==> src/rtl/core/bsfe_pkg.sv <==
// Shared types and constants of the byte-stuffed frame encoder.
`default_nettype none

package bsfe_pkg;

  localparam int BYTE_W    = 8;
  localparam int CFG_IDX_W = 3;

  // Configuration register indexes.
  localparam logic [CFG_IDX_W-1:0] REG_FLAG_VALUE      = 3'd0;
  localparam logic [CFG_IDX_W-1:0] REG_ESCAPE_VALUE    = 3'd1;
  localparam logic [CFG_IDX_W-1:0] REG_ESCAPE_MASK     = 3'd2;
  localparam logic [CFG_IDX_W-1:0] REG_ADDRESS_VALUE   = 3'd3;
  localparam logic [CFG_IDX_W-1:0] REG_CONTROL_SEQ_ZERO = 3'd4;
  localparam logic [CFG_IDX_W-1:0] REG_CONTROL_SEQ_ONE  = 3'd5;

  // Register values after reset.
  localparam logic [BYTE_W-1:0] RST_FLAG_VALUE       = 8'd126;
  localparam logic [BYTE_W-1:0] RST_ESCAPE_VALUE     = 8'd125;
  localparam logic [BYTE_W-1:0] RST_ESCAPE_MASK      = 8'd32;
  localparam logic [BYTE_W-1:0] RST_ADDRESS_VALUE    = 8'd3;
  localparam logic [BYTE_W-1:0] RST_CONTROL_SEQ_ZERO = 8'd0;
  localparam logic [BYTE_W-1:0] RST_CONTROL_SEQ_ONE  = 8'd64;

  // Job queue between the front and back ends.
  localparam int QUEUE_DEPTH = 4;
  localparam int QPTR_W      = $clog2(QUEUE_DEPTH);
  localparam int QCNT_W      = $clog2(QUEUE_DEPTH + 1);

  typedef struct packed {
    logic [BYTE_W-1:0] flag_value;
    logic [BYTE_W-1:0] escape_value;
    logic [BYTE_W-1:0] escape_mask;
    logic [BYTE_W-1:0] address_value;
    logic [BYTE_W-1:0] control_seq_zero;
    logic [BYTE_W-1:0] control_seq_one;
  } cfg_t;

  // One classified payload byte, ready to be expanded into line bytes.
  typedef struct packed {
    logic              header;     // emit opening flag, address, control, header check
    logic [BYTE_W-1:0] ctrl;       // control byte of the header
    logic [BYTE_W-1:0] data;       // raw payload byte
    logic              data_esc;   // payload byte needs an escape
    logic              closing;    // frame ends after this byte
    logic [BYTE_W-1:0] check;      // running XOR including this byte
    logic              check_esc;  // check byte needs an escape
  } job_t;

  typedef enum logic [3:0] {
    PH_START,
    PH_FLAG,
    PH_ADDR,
    PH_CTRL,
    PH_HCHK,
    PH_DESC,
    PH_DATA,
    PH_CESC,
    PH_CHECK,
    PH_CLOSE
  } phase_t;

  function automatic logic needs_escape(input logic [BYTE_W-1:0] b, input cfg_t cfg);
    return (b == cfg.flag_value) || (b == cfg.escape_value);
  endfunction

endpackage

`default_nettype wire

==> src/rtl/core/bsfe_front.sv <==
// Front end: accepts payload beats, tracks the frame and running check, builds jobs.
`default_nettype none

module bsfe_front
  import bsfe_pkg::*;
(
  input  wire logic              clk,
  input  wire logic              rst,
  input  wire cfg_t              cfg,
  input  wire logic              in_valid,
  output logic                   in_ready,
  input  wire logic [BYTE_W-1:0] payload_byte,
  input  wire logic              first_byte,
  input  wire logic              final_byte,
  input  wire logic              sequence_bit,
  input  wire logic              queue_full,
  output logic                   push,
  output job_t                   job
);

  logic [BYTE_W-1:0] payload_parity;
  logic [BYTE_W-1:0] payload_parity_next;
  logic              inside_frame;
  logic              inside_frame_next;
  logic              accept;
  logic              keep;
  logic [BYTE_W-1:0] parity_sum;

  assign in_ready = !queue_full;
  assign accept   = in_valid && in_ready;
  // A continuation byte with no open frame is dropped here.
  assign keep     = first_byte || inside_frame;
  assign push     = accept && keep;

  assign parity_sum = (first_byte ? '0 : payload_parity) ^ payload_byte;

  always_comb begin
    job.header    = first_byte;
    job.ctrl      = sequence_bit ? cfg.control_seq_one : cfg.control_seq_zero;
    job.data      = payload_byte;
    job.data_esc  = needs_escape(payload_byte, cfg);
    job.closing   = final_byte;
    job.check     = parity_sum;
    job.check_esc = needs_escape(parity_sum, cfg);
  end

  always_comb begin
    payload_parity_next = payload_parity;
    inside_frame_next   = inside_frame;
    if (push) begin
      payload_parity_next = final_byte ? '0 : parity_sum;
      inside_frame_next   = !final_byte;
    end
  end

  always_ff @(posedge clk) begin
    if (rst) begin
      payload_parity <= '0;
      inside_frame   <= 1'b0;
    end else begin
      payload_parity <= payload_parity_next;
      inside_frame   <= inside_frame_next;
    end
  end

endmodule

`default_nettype wire

==> src/rtl/core/bsfe_queue.sv <==
// Short job queue that decouples the front end from the back end.
`default_nettype none

module bsfe_queue
  import bsfe_pkg::*;
(
  input  wire logic clk,
  input  wire logic rst,
  input  wire logic push,
  input  wire job_t job_in,
  output logic      full,
  input  wire logic pop,
  output job_t      head,
  output logic      head_valid
);

  job_t              slots [QUEUE_DEPTH];
  logic [QPTR_W-1:0] wr_ptr;
  logic [QPTR_W-1:0] rd_ptr;
  logic [QCNT_W-1:0] count;

  assign full       = (count == QCNT_W'(QUEUE_DEPTH));
  assign head_valid = (count != '0);
  assign head       = slots[rd_ptr];

  function automatic logic [QPTR_W-1:0] ptr_inc(input logic [QPTR_W-1:0] p);
    return (p == QPTR_W'(QUEUE_DEPTH - 1)) ? '0 : p + 1'b1;
  endfunction

  always_ff @(posedge clk) begin
    if (push) begin
      slots[wr_ptr] <= job_in;
    end
  end

  always_ff @(posedge clk) begin
    if (rst) begin
      wr_ptr <= '0;
      rd_ptr <= '0;
      count  <= '0;
    end else begin
      if (push) begin
        wr_ptr <= ptr_inc(wr_ptr);
      end
      if (pop) begin
        rd_ptr <= ptr_inc(rd_ptr);
      end
      if (push && !pop) begin
        count <= count + 1'b1;
      end else if (pop && !push) begin
        count <= count - 1'b1;
      end
    end
  end

endmodule

`default_nettype wire

==> src/rtl/core/bsfe_back.sv <==
// Back end: expands jobs into registered line bytes, one per unstalled cycle.
`default_nettype none

module bsfe_back
  import bsfe_pkg::*;
(
  input  wire logic              clk,
  input  wire logic              rst,
  input  wire cfg_t              cfg,
  input  wire job_t              head,
  input  wire logic              head_valid,
  output logic                   pop,
  output logic                   out_valid,
  input  wire logic              out_ready,
  output logic [BYTE_W-1:0]      line_byte,
  output logic                   run_end,
  output logic                   frame_end
);

  phase_t            state;
  phase_t            state_next;
  phase_t            cur;
  phase_t            after;
  logic              advance;
  logic [BYTE_W-1:0] byte_sel;
  logic              last_sel;

  assign advance = head_valid && (!out_valid || out_ready);

  // Phase being emitted now; a fresh job picks its own first phase.
  always_comb begin
    if (state == PH_START) begin
      if (head.header) begin
        cur = PH_FLAG;
      end else if (head.data_esc) begin
        cur = PH_DESC;
      end else begin
        cur = PH_DATA;
      end
    end else begin
      cur = state;
    end
  end

  // Next state.
  always_comb begin
    case (cur)
      PH_FLAG:  after = PH_ADDR;
      PH_ADDR:  after = PH_CTRL;
      PH_CTRL:  after = PH_HCHK;
      PH_HCHK:  after = head.data_esc ? PH_DESC : PH_DATA;
      PH_DESC:  after = PH_DATA;
      PH_DATA: begin
        if (!head.closing) begin
          after = PH_START;
        end else begin
          after = head.check_esc ? PH_CESC : PH_CHECK;
        end
      end
      PH_CESC:  after = PH_CHECK;
      PH_CHECK: after = PH_CLOSE;
      PH_CLOSE: after = PH_START;
      default:  after = PH_START;
    endcase
    state_next = advance ? after : state;
  end

  // Outputs.
  always_comb begin
    case (cur)
      PH_FLAG:  byte_sel = cfg.flag_value;
      PH_ADDR:  byte_sel = cfg.address_value;
      PH_CTRL:  byte_sel = head.ctrl;
      PH_HCHK:  byte_sel = cfg.address_value ^ head.ctrl;
      PH_DESC:  byte_sel = cfg.escape_value;
      PH_DATA:  byte_sel = head.data_esc ? (head.data ^ cfg.escape_mask) : head.data;
      PH_CESC:  byte_sel = cfg.escape_value;
      PH_CHECK: byte_sel = head.check_esc ? (head.check ^ cfg.escape_mask) : head.check;
      PH_CLOSE: byte_sel = cfg.flag_value;
      default:  byte_sel = cfg.flag_value;
    endcase
    last_sel = (after == PH_START);
    pop      = advance && last_sel;
  end

  always_ff @(posedge clk) begin
    if (rst) begin
      state     <= PH_START;
      out_valid <= 1'b0;
    end else begin
      state <= state_next;
      if (advance) begin
        out_valid <= 1'b1;
      end else if (out_ready) begin
        out_valid <= 1'b0;
      end
    end
  end

  always_ff @(posedge clk) begin
    if (advance) begin
      line_byte <= byte_sel;
      run_end   <= last_sel;
      frame_end <= (cur == PH_CLOSE);
    end
  end

endmodule

`default_nettype wire

==> src/rtl/core/byte_stuffed_frame_encoder.sv <==
// Top level of the byte-stuffed frame encoder: configuration registers and datapath.
//
// Payload bytes enter on the s_axis channel, one byte per beat. tuser[0] marks the
// first byte of a frame (the opening flag, address, control and header check go out
// before it), tuser[1] is the sequence bit that picks the control byte, and tlast
// marks the final byte (the stuffed XOR check and the closing flag follow it).
// A byte that is neither first nor inside an open frame is dropped without output.
// Encoded line bytes leave on the m_axis channel; tlast is set on the last line byte
// caused by one input beat and tuser[0] on the closing flag of a frame.
// Each kept input beat turns into 1 to 9 line beats, two for a stuffed mid-frame
// byte. The back end emits one line byte per cycle while a job waits and m_axis is
// not stalled. A four-job queue lets the input keep accepting while the output works
// or is stalled; s_axis_tready only drops when that queue is full. A beat accepted
// while the queue and output register are free is written into a queue slot, and its
// first line byte then goes from that slot into the output register and onto m_axis.
// When the receiver holds m_axis_tready low, the current beat stays unchanged on the
// output, the queue fills, and then the input stalls.
// Synchronous reset empties the queue and the output, closes any open frame, clears
// the running check and restores the register defaults. Registers are written via
// cfg_we/cfg_index/cfg_data and must only change while the encoder is idle.
`default_nettype none

module byte_stuffed_frame_encoder
  import bsfe_pkg::*;
(
  input  wire logic                 clk,
  input  wire logic                 rst,
  // Input stream.
  input  wire logic                 s_axis_tvalid,
  output logic                      s_axis_tready,
  input  wire logic [7:0]           s_axis_tdata,   // [7:0] payload_byte
  input  wire logic                 s_axis_tlast,   // final_byte
  input  wire logic [1:0]           s_axis_tuser,   // [0] first_byte, [1] sequence_bit
  // Output stream.
  output logic                      m_axis_tvalid,
  input  wire logic                 m_axis_tready,
  output logic [7:0]                m_axis_tdata,   // [7:0] line_byte
  output logic                      m_axis_tlast,   // run_end
  output logic [0:0]                m_axis_tuser,   // [0] frame_end
  // Configuration write port.
  input  wire logic                 cfg_we,
  input  wire logic [CFG_IDX_W-1:0] cfg_index,
  input  wire logic [BYTE_W-1:0]    cfg_data
);

  cfg_t cfg;
  job_t job_in;
  job_t head;
  logic push;
  logic pop;
  logic queue_full;
  logic head_valid;

  // Configuration registers; indexes beyond the list are ignored.
  always_ff @(posedge clk) begin
    if (rst) begin
      cfg.flag_value       <= RST_FLAG_VALUE;
      cfg.escape_value     <= RST_ESCAPE_VALUE;
      cfg.escape_mask      <= RST_ESCAPE_MASK;
      cfg.address_value    <= RST_ADDRESS_VALUE;
      cfg.control_seq_zero <= RST_CONTROL_SEQ_ZERO;
      cfg.control_seq_one  <= RST_CONTROL_SEQ_ONE;
    end else if (cfg_we) begin
      case (cfg_index)
        REG_FLAG_VALUE:       cfg.flag_value       <= cfg_data;
        REG_ESCAPE_VALUE:     cfg.escape_value     <= cfg_data;
        REG_ESCAPE_MASK:      cfg.escape_mask      <= cfg_data;
        REG_ADDRESS_VALUE:    cfg.address_value    <= cfg_data;
        REG_CONTROL_SEQ_ZERO: cfg.control_seq_zero <= cfg_data;
        REG_CONTROL_SEQ_ONE:  cfg.control_seq_one  <= cfg_data;
        default: ;
      endcase
    end
  end

  // The front end classifies each beat and keeps the frame state and running check.
  bsfe_front u_front (
    .clk          (clk),
    .rst          (rst),
    .cfg          (cfg),
    .in_valid     (s_axis_tvalid),
    .in_ready     (s_axis_tready),
    .payload_byte (s_axis_tdata),
    .first_byte   (s_axis_tuser[0]),
    .final_byte   (s_axis_tlast),
    .sequence_bit (s_axis_tuser[1]),
    .queue_full   (queue_full),
    .push         (push),
    .job          (job_in)
  );

  bsfe_queue u_queue (
    .clk        (clk),
    .rst        (rst),
    .push       (push),
    .job_in     (job_in),
    .full       (queue_full),
    .pop        (pop),
    .head       (head),
    .head_valid (head_valid)
  );

  // The back end walks the header, data, stuffing, check and flag bytes of each job.
  bsfe_back u_back (
    .clk        (clk),
    .rst        (rst),
    .cfg        (cfg),
    .head       (head),
    .head_valid (head_valid),
    .pop        (pop),
    .out_valid  (m_axis_tvalid),
    .out_ready  (m_axis_tready),
    .line_byte  (m_axis_tdata),
    .run_end    (m_axis_tlast),
    .frame_end  (m_axis_tuser[0])
  );

endmodule

`default_nettype wire

==> config.mk <==
export PLATFORM = sky130hd
export DESIGN_NAME = byte_stuffed_frame_encoder
export DESIGN_NICKNAME = d
export VERILOG_FILES = /design/src/rtl/core/bsfe_pkg.sv /design/src/rtl/core/bsfe_front.sv /design/src/rtl/core/bsfe_queue.sv /design/src/rtl/core/bsfe_back.sv /design/src/rtl/core/byte_stuffed_frame_encoder.sv
export SDC_FILE = /design/constraint.sdc
export NUM_CORES = 1
export LEC_CHECK = 0
export ABC_CLOCK_PERIOD_IN_PS = 6000
export BUFFER_PORTS_ARGS = -buffer_cell sky130_fd_sc_hd__buf_2
export CAP_MARGIN = 20
export CELL_PAD_IN_SITES_DETAIL_PLACEMENT = 2
export CELL_PAD_IN_SITES_GLOBAL_PLACEMENT = 2
export CORE_AREA = 8 8 145 147
export CTS_BUF_LIST = sky130_fd_sc_hd__clkbuf_2
export DETAILED_ROUTE_END_ITERATION = 7
export DIE_AREA = 0 0 153 155
export PLACE_DENSITY_LB_ADDON = 0.15
export SYNTH_ARGS = -nofsm -noshare
export SYNTH_HDL_FRONTEND = slang
export SYNTH_SLANG_ARGS = --single-unit
==> constraint.sdc <==
create_clock -name clk -period 6 [get_ports clk]
set_input_delay 0.6 -clock clk [delete_from_list [all_inputs] [get_ports clk]]
set_output_delay 0.6 -clock clk [all_outputs]
set_load 0.05 [all_outputs]
==> qor.yml, run 1 <==
status: "complete, no violations"
cts_setup_buffers: 0
avgSynthCellArea_um2: 11.9
clock.fmax_ghz: 0.253
rows: 51
yosys.area.top_type: "edfxtp_1"
powerDensity_nw_per_um2: 360
routedWlPerCell_um: 27.7
yosys.area.top_type_share_pct: 42.6
finalCriticalPeriod_ns: 3.95
finalMaxSlewViolations: 0
synth.net_count: 757
worstPathRequired_ns: 6.71
max-cap-violations: 0
final_cells: 1003
numCtsBuffers: 17
nFillCells: 1922
drc: 0
path_max_fanout: 29
antenna_cells: 0
power.leakage_nw: 3.12
avgViaCountPerCell: 6.00
vias: 6019
fp.dieW_um: 153
first_iter_violations: 372
multiInputGateArea_um2: 3290
vdd_drop_max_mv: 0.164
ant_nets: 0
cts-root-buf: "clkbuf_2"
utilization_pct: 48.8
layout-drive-gt1-share_pct: 15.8
clk_latency_ns: 0.78
regArea_um2: 5090
worst_slew_pin_slew_ns: 0.935
holdCritPathClass: "in -> reg"
fin_area_um2: 9240
nets: 786
synth_area_leaders: "edfxtp_1 (43%), dfxtp_1 (17%), mux4_2 (6.3%)"
clock_path_buffers: 2
syn_to_final_growth_pct: 7.45
slew_headroom_pct: 37.5
placed_cells: 969
place_hpwl_um: 19800
routabilityCongestion: 0.833
rsz0062_at_grt: "no"
drt_pass1_iterations: 5
ys_ff_latch: 193
h-tree-depth: 4
ys_types: 46
hold_viol_final: 0
antenna_found_initial: 0
grt_pass1_vias: 6562
critPathCaptureType: "flop"
io_pins: 39
cts.sinks: 193
yosysWarnings: 0
core_um2: 19000
cts_tree: "yes"
die_area_um2: 23700
async_flop_share_pct: 0
syn_inst: 723
overflow: 0
seq_area_frac_synth_pct: 59.1
setup_viol: 0
fin_crit_sh_pct: 65.8
synth_edf_count: 122
fin_hold_ws_ns: 0.0832
critPathLaunchType: "flop"
dieHeight_um: 155
initial_core_util_pct: 45.4
grt_pass1_wl_um: 41300
cts-resized-gates: 0
track_usage_pct: 23.7
clk_pin_slew_ns: 0.25
syn-cell-area_um2: 8600
worst_clock_skew_ns: 0.0343
worstPathArrival_ns: 4.66
wl_um: 27800
postCtsHoldBufs: 0
placed_area_um2: 8970
fin_setup_tns_ns: 0
grt_max_degree: 72
io_buffers: 38
synth_top_flop_cell: "edfxtp_1"
critPathKind: "reg -> reg"
[critical path, cell delays in order (launching register included)]
cell	delay, ns
dfxtp_2	0.37
buf_4	0.50
mux4_1	0.87
nor4b_4	0.23
o31ai_2	0.32
o211a_4	0.24
and2_4	0.18
inv_1	0.08
ha_1	0.22
inv_1	0.10
fa_1	0.20
xor2_1	0.10
or3_1	0.31
a21oi_1	0.15
[kinds of logic after synthesis]
family / share of synthesized area (%)
AO/OA/AOI/OAI: 7.19
XOR/XNOR: 6.93
adder cells (fa/ha/maj): 1.11
buffers and inverters: 2.69
flip-flops: 59.1
multiplexers: 8.98
AND/OR/NAND/NOR: 14.0
[placed cells by master, fill, tap and decap left out, types with 8 or more instances in the layout]
cell type	count
a21oi_1	54
mux2_2	8
nor2_1	35
mux4_2	24
nand2_1	138
inv_1	19
nand3_1	14
xnor2_1	26
buf_2	38
edfxtp_1	122
nor2b_1	15
nand3b_1	16
nor3_1	15
a31oi_1	9
o22ai_1	11
a211oi_1	12
xor2_1	42
clkbuf_2	18
dfxtp_1	70
nand4_1	8
[power breakdown]
group	switching, W	internal [W]
Clock	0.000459	0.000232
Combinational	0.000671	0.000318
Sequential	0.0000941	0.00155
Total	0.00122	0.00210
[sequential cells by signal, indices dropped and copies added (netlist names), named ones only]
signal / cells
cfg: 48
u_back.frame_end: 1
u_back.line_byte: 8
u_back.out_valid: 1
u_back.run_end: 1
u_back.state: 4
u_front.inside_frame: 1
u_front.payload_parity: 8
u_queue.count: 3
u_queue.rd_ptr: 2
u_queue.slots: 112
u_queue.wr_ptr: 2
[per-stage QoR]
step | total power (W) | setup slack [ns]
finish | 0.00333 | 2.05
global route | 0.00346 | 1.79
CTS | 0.00334 | 2.00
detailed placement | 0.00265 | 2.08
global placement | 0.00257 | 2.29
floorplan | 0.00233 | 2.97
[Yosys cell counts (6+ instances only)]
library cell  number
nand2_1          138
edfxtp_1         122
dfxtp_1           71
a21oi_1           55
xor2_1            42
nor2_1            35
xnor2_1           26
mux4_2            24
clkbuf_1          20
inv_1             19
nand3b_1          16
nor2b_1           15
nor3_1            15
nand3_1           14
a211oi_1          12
o22ai_1           11
a31oi_1            9
buf_2              8
mux2_2             8
nand4_1            8
and2_1             7
ha_1               6
[final timing paths]
kind                        start                       endpoint  slack [ns]  cells after the start
max                          flop  u_queue.count[2]$_SDFFE_PP0P_        2.05                     13
min                 m_axis_tready  u_back.out_valid$_SDFFE_PP0P_        0.08                      4
max reg2reg                  flop  u_queue.count[2]$_SDFFE_PP0P_        2.05                     13
min reg2reg  cfg[13]$_SDFFE_PP0P_           cfg[13]$_SDFFE_PP0P_        0.48                      2
[layer usage]
layer / track usage [%] / routed length, um / vias to the layer above
li1: - / - / 2638
met1: 28.5 / 11600 / 3159
met2: 41.4 / 14100 / 173
met3: 4.47 / 1190 / 49
met4: 9.61 / 903 / 0
met5: 0 / 0 / -
[final cells by class]
type,instances,area share (%)
inverter,19,0.772
timing repair buffer,45,2.63
clock buffer,18,0.975
clock inverter,14,1.73
sequential,193,55.0
multi-input combinational,476,35.6
tap,238,3.22
No activity file was read; power rests on OpenSTA's default activity.
==> inputs of run 2 (changes only) <==
Settings changed: ABC_AREA from default to 1, ABC_CLOCK_PERIOD_IN_PS 6000 to 3600, CORE_AREA 8 8 145 147 to 8 8 163 165, DIE_AREA 0 0 153 155 to 0 0 171 173.
Clock period 6 ns to 3.6 ns, I/O delays scaled along.
==> qor.yml, run 2 <==
wl_um: 28000  # +0.96%
pre_cts_slack_ns: 0.490  # -1.59 ns
synth_common_cells: "nand2_1 (195), edfxtp_1 (122), nor2_1 (107)"
cts.sinks: 193  # unchanged
timing.rr.end: "u_queue.count[2]$_SDFFE_PP0P_"
p_seq_share_pct: 45.3  # -4.2 points
fin_ws_ns: 0.543  # -1.51 ns
seq_area_frac_synth_pct: 58.1  # -1.0 points
clk_pin_slew_ns: 0.33  # +0.08 ns
io_pins: 39  # unchanged
clock_path_buffers: 2  # unchanged
status: "complete, no violations"
r2r_cells: 16  # +3
rsz0062_at_grt: "no"
powerDensity_nw_per_um2: 604  # +68%
final_cell_mix: "nand2_1 (195), edfxtp_1 (122), nor2_1 (103)"
grt_pass1_wl_um: 43700  # +5.7%
avgViaCountPerCell: 5.07  # -15%
critPathLaunchType: "flop"
synth_most_common_cell: "nand2_1"
track_usage_pct: 19.5  # -4.2 points
drc: 0  # unchanged
yosys.area.top_type: "edfxtp_1"
holdPathEnd: "u_queue.slots[2][21]$_DFFE_PP_"
avgSynthCellArea_um2: 9.46  # -20%
critPathCaptureType: "flop"
pwr-share-comb_pct: 34.8  # +5.1 points
vias: 6764  # +12%
syn-cell-area_um2: 8750  # +1.8%
clkPwrFrac_pct: 20.0  # -0.8 points
holdCritPathClass: "in -> reg"
setup_viol: 0  # unchanged
rows: 57  # +12%
power.leakage_nw: 3.80  # +22%
worstPathRequired_ns: 4.35  # -2.36 ns
ys_types: 43  # -6.5%
finalCriticalPeriod_ns: 3.06  # -0.889 ns
io_buffers: 38  # unchanged
routabilityCongestion: 0.835  # +0.26%
initial_core_util_pct: 36.5  # -8.9 points
synth_area_leaders: "edfxtp_1 (42%), dfxtp_1 (16%), nand2_1 (8.4%)"
fin_crit_sh_pct: 84.9  # +19 points
first_iter_violations: 308  # -17%
drt_pass1_iterations: 4  # -1
numCtsBuffers: 17  # unchanged
overflow: 0  # unchanged
cts-root-buf: "clkbuf_2"
clk_latency_ns: 0.80  # +0.02 ns
min_from: "s_axis_tuser[1]"
worst_clock_skew_ns: 0.0496  # +0.0153 ns
yosysWarnings: 0  # unchanged
async_flop_share_pct: 0  # unchanged
worst_slew_pin_slew_ns: 0.973  # +0.0386 ns
nets: 1029  # +31%
switchingPower_w: 0.00245  # +100%
die_area_um2: 29600  # +25%
antenna_found_initial: 1  # +1
slew_headroom_pct: 34.4  # -3.1 points
power.internal_w: 0.00351  # +67%
synth.net_count: 959  # +27%
critPathKind: "reg -> reg"
fin_hold_ws_ns: 0.141  # +0.0579 ns
path_max_fanout: 48  # +66%
cts_setup_buffers: 0  # unchanged
layout_commonest_cell: "nand2_1"
final_cells: 1333  # +33%
hold_viol_final: 0  # unchanged
routedWlPerCell_um: 21.0  # -24%
whs_path_depth: 3  # -1
fin_setup_tns_ns: 0  # unchanged
ff2ff_setup_slack_ns: 0.54  # -1.51 ns
worstPathArrival_ns: 3.81  # -0.85 ns
swShare_pct: 41.2  # +4.3 points
largest_reg_flops: 112  # unchanged
dieHeight_um: 173  # +12%
fp.dieW_um: 171  # +12%
synth_top_flop_cell: "edfxtp_1"
syn_to_final_growth_pct: 12.9
finalMaxSlewViolations: 0  # unchanged
cts_tree: "yes"
yosys.area.top_type_share_pct: 41.9  # -0.74 points
max-cap-violations: 0  # unchanged
place_hpwl_um: 19900  # +0.53%
ant_nets: 0  # unchanged
top_register: "u_queue.slots"
clock.fmax_ghz: 0.327  # +29%
syn_inst: 925  # +28%
layout-drive-gt1-share_pct: 12.2  # -3.6 points
h-tree-depth: 4  # unchanged
core_um2: 24000  # +26%
ys_ff_latch: 193  # unchanged
placed_cells: 1271  # +31%
grt_max_degree: 49  # -32%
grt_pass1_vias: 7515  # +15%
reg_top3: "u_queue.slots: 112 flops, cfg: 48 flops"
synth_edf_count: 122  # unchanged
vdd_drop_max_mv: 0.229  # +40%
-- run 2: cells by family after synthesis --
group	share of synthesized area [%]
simple gates	19.3
xor+xnor	5.60
buf+inv	5.60
compound gates	10.3
fa+ha+maj	1.09
flops	58.1
-- run 2: power by group through the flow --
stage          clock, W  sequential [W]  combinational [W]
4_1_cts         0.00123         0.00270            0.00211
5_1_grt         0.00130         0.00272            0.00228
2_1_floorplan         0         0.00295            0.00121
6_report        0.00119         0.00270            0.00207
3_3_place_gp          0         0.00274            0.00203
3_5_place_dp          0         0.00275            0.00207
-- run 2: layout make-up --
cell class / count / area (um^2)
Antenna cell: 1 / 2.50
Clock buffer: 17 / 85.1
Clock inverter: 15 / 181
Fill cell: 2699 / 14100
Inverter: 90 / 338
Multi-Input combinational cell: 611 / 3190
Sequential cell: 193 / 5090
Tap cell: 324 / 405
Timing Repair Buffer: 82 / 593
-- run 2: repair_timing --
item	4_1_cts	5_1_grt
hold buffers	29	0
resized for setup	0	0
endpoints found under the hold margin	102	0
-- run 2: worst max path at each step --
stage                                    endpoint  depth (start not counted)
floorplan           u_queue.slots[0][0]$_DFFE_PP_                          5
global placement    u_queue.count[2]$_SDFFE_PP0P_                         16
detailed placement  u_queue.count[2]$_SDFFE_PP0P_                         16
CTS                 u_queue.count[2]$_SDFFE_PP0P_                         16
global route        u_queue.count[2]$_SDFFE_PP0P_                         16
finish              u_queue.count[2]$_SDFFE_PP0P_                         16
-- run 2: worst max-delay path, stage by stage (launching register included) --
cell and delay, ns:
dfxtp_2 0.51, buf_4 0.47, nand2_1 0.13, nand3_1 0.11, nand2_1 0.08, nor2_1 0.14, nand3_2 0.16, nand3_2 0.15
nor2_4 0.05, nand3_2 0.09, ha_1 0.15, inv_1 0.07, fa_1 0.43, a21oi_1 0.15, o21ai_0 0.12, o21ai_0 0.16
a21oi_1 0.05
-- run 2: through the flow --
step	util (%)	power [W]	area (um^2)
3_3_place_gp	38.9	0.00477	9320
3_5_place_dp	38.9	0.00482	9320
6_report	41.2	0.00596	9880
2_1_floorplan	-	0.00416	8750
5_1_grt	41.2	0.00630	9880
4_1_cts	41.2	0.00605	9870
-- run 2: per-layer routing --
metal / up-vias / track usage [%] / wire length, um
met2: 71 / 35.4 / 14800
met3: 32 / 2.66 / 587
li1: 3235 / - / -
met4: 0 / 6.92 / 740
met5: - / 0 / 0
met1: 3426 / 22.9 / 11900
==> inputs of run 3 (changes only) <==
Settings changed: ABC_CLOCK_PERIOD_IN_PS 3600 to 2600.
Clock period 3.6 ns to 2.6 ns, I/O delays scaled along.
==> qor.yml, run 3 (synthesis results as in run 2) <==
whs_path_depth: 2  # -1
finalMaxSlewViolations: 0  # unchanged
clock_path_buffers: 2  # unchanged
final_cells: 1384  # +3.8%
ff2ff_setup_slack_ns: 0.05  # -0.49 ns
grt_pass1_wl_um: 44800  # +2.5%
overflow: 0  # unchanged
fp.dieW_um: 171  # unchanged
hold_viol_final: 0  # unchanged
fin_hold_ws_ns: 0.254  # +0.112 ns
dieHeight_um: 173  # unchanged
slew_headroom_pct: 57.4  # +23 points
worstPathArrival_ns: 3.29  # -0.52 ns
nets: 1080  # +5.0%
critPathTopFamily: "compound AO/OA/AOI/OAI gates"
path_common_cell: "inv_2"
critPathCaptureType: "flop"
grt_pass1_vias: 7882  # +4.9%
fin_ws_ns: 0.0546  # -0.488 ns
worst-path-buf-inv: 2  # unchanged
placed_area_um2: 9610  # +3.1%
crit_chain: "inv_2, nand2_2, o21ai_0, o21ai_4, nand3_4, nand3b_4, nor2_4, nand3_2, ha_4, inv_2, fa_2, o21ai_1, a21oi_1"
initial_core_util_pct: 36.5  # unchanged
crit-reg2reg-launch: "u_back.state[3]$_SDFFE_PP0P_"
ant_nets: 0  # unchanged
max_stage_delay_ns: 0.48  # -0.03 ns
slowest_stage: "o21ai_0"
clock.fmax_ghz: 0.393  # +20%
core_um2: 24000  # unchanged
largest_reg_flops: 112  # unchanged
worst_clock_skew_ns: 0.0579  # +0.00834 ns
finalCriticalPeriod_ns: 2.55  # -0.512 ns
first_iter_violations: 310  # +0.65%
routabilityCongestion: 0.827  # -0.93%
wl_um: 29100  # +3.9%
routedWlPerCell_um: 21.0  # about the same
r2r_cells: 13  # -3
fin_crit_sh_pct: 97.9  # +13 points
numCtsBuffers: 17  # unchanged
drt_pass1_iterations: 4  # unchanged
powerDensity_nw_per_um2: 858  # +42%
min_from: "s_axis_tlast"
rows: 57  # unchanged
worstPathRequired_ns: 3.35  # -1.00 ns
holdPathEnd: "u_queue.slots[2][9]$_DFFE_PP_"
cts_tree: "yes"
vdd_drop_max_mv: 0.450  # +96%
syn_to_final_growth_pct: 19.4
max-cap-violations: 0  # unchanged
clk_pin_slew_ns: 0.32  # about the same
fin_area_um2: 10500  # +5.8%
grt_max_degree: 52  # +6.1%
total_power_w: 0.00897  # +51%
critPathKind: "reg -> reg"
pre_cts_slack_ns: -0.104  # -0.594 ns
die_area_um2: 29600  # unchanged
cts-root-buf: "clkbuf_2"
clk_latency_ns: 0.82  # +0.02 ns
place_hpwl_um: 20100  # +1.0%
drc: 0  # unchanged
top_register: "u_queue.slots"
critPathLaunchType: "flop"
reg_top3: "u_queue.slots: 112 flops, cfg: 48 flops"
worst_slew_pin_slew_ns: 0.632  # -0.341 ns
layout_commonest_cell: "nand2_1"
layout-drive-gt1-share_pct: 18.1  # +5.9 points
io_buffers: 38  # unchanged
cts.sinks: 193  # unchanged
holdCritPathClass: "in -> reg"
track_usage_pct: 20.0  # +0.51 points
setup_viol: 0  # unchanged
placed_cells: 1307  # +2.8%
avgViaCountPerCell: 5.05  # -0.57%
power.leakage_nw: 4.09  # +7.6%
startpoint: "u_back.state[3]$_SDFFE_PP0P_"
status: "complete, no violations"
antenna_found_initial: 1  # unchanged
final_cell_mix: "nand2_1 (190), edfxtp_1 (122), nor2_1 (99)"
timing.rr.end: "u_queue.count[1]$_SDFFE_PP0P_"
io_pins: 39  # unchanged
path_max_fanout: 3  # -94%
vias: 6983  # +3.2%
h-tree-depth: 4  # unchanged
[run 3: final cells by class]
type                       count  area (um^2)
clock buffer                  17         85.1
sequential                   193         5100
antenna                        1         2.50
tap                          324          405
timing repair buffer         133         1010
clock inverter                15          208
fill                        2625        13500
inverter                      90          343
multi-input combinational    611         3310
[run 3: through the flow]
stage,TNS [ns],util (%)
floorplan,0,-
global placement,-0.0230,40.1
detailed placement,-0.104,40.1
CTS,0,43.0
global route,-0.164,43.6
finish,0,43.6
[run 3: how the worst max path moves through the flow]
stage / cells past startpoint / end / slack (ns)
after floorplan: 18 / u_queue.count[2]$_SDFFE_PP0P_ / 0.04
after global placement: 17 / u_queue.count[2]$_SDFFE_PP0P_ / -0.02
after detailed placement: 17 / u_queue.count[2]$_SDFFE_PP0P_ / -0.10
after CTS: 18 / u_queue.count[2]$_SDFFE_PP0P_ / 0.004
after global routing: 13 / u_queue.count[1]$_SDFFE_PP0P_ / -0.06
final: 13 / u_queue.count[1]$_SDFFE_PP0P_ / 0.05
[run 3: power breakdown]
part / internal, W / switching, W / leakage, nW / total [W]
combinational: 0.00125 / 0.00230 / 2.22 / 0.00355
sequential: 0.00362 / 0.000117 / 1.70 / 0.00373
clock: 0.000440 / 0.00125 / 0.168 / 0.00169
total: 0.00530 / 0.00367 / 4.09 / 0.00897
[run 3: worst reg2reg max path: cells and delay by family, from the launching register on]
kind | cells | cell delay, ns
AO/OA/AOI/OAI | 4 | 0.79
adder cells (fa/ha/maj) | 2 | 0.60
buffers and inverters | 2 | 0.12
flip-flops | 1 | 0.43
AND/OR/NAND/NOR | 5 | 0.58
[run 3: per-layer routing]
metal | up-vias | track usage (%) | part of all wire [%]
met3 | 39 | 2.66 | 1.9
met4 | 0 | 6.63 | 2.7
met5 | - | 0 | 0
li1 | 3342 | - | -
met2 | 78 | 37.2 | 54
met1 | 3524 | 23.1 | 42
[run 3: repair_timing]
action | CTS | global route
gates resized for setup | 9 | 29
setup buffers | 2 | 6
endpoints found under the setup margin | 1 | 2
hold buffers | 36 | 0
pin swaps | 1 | 14
hold endpoints to repair | 138 | 0
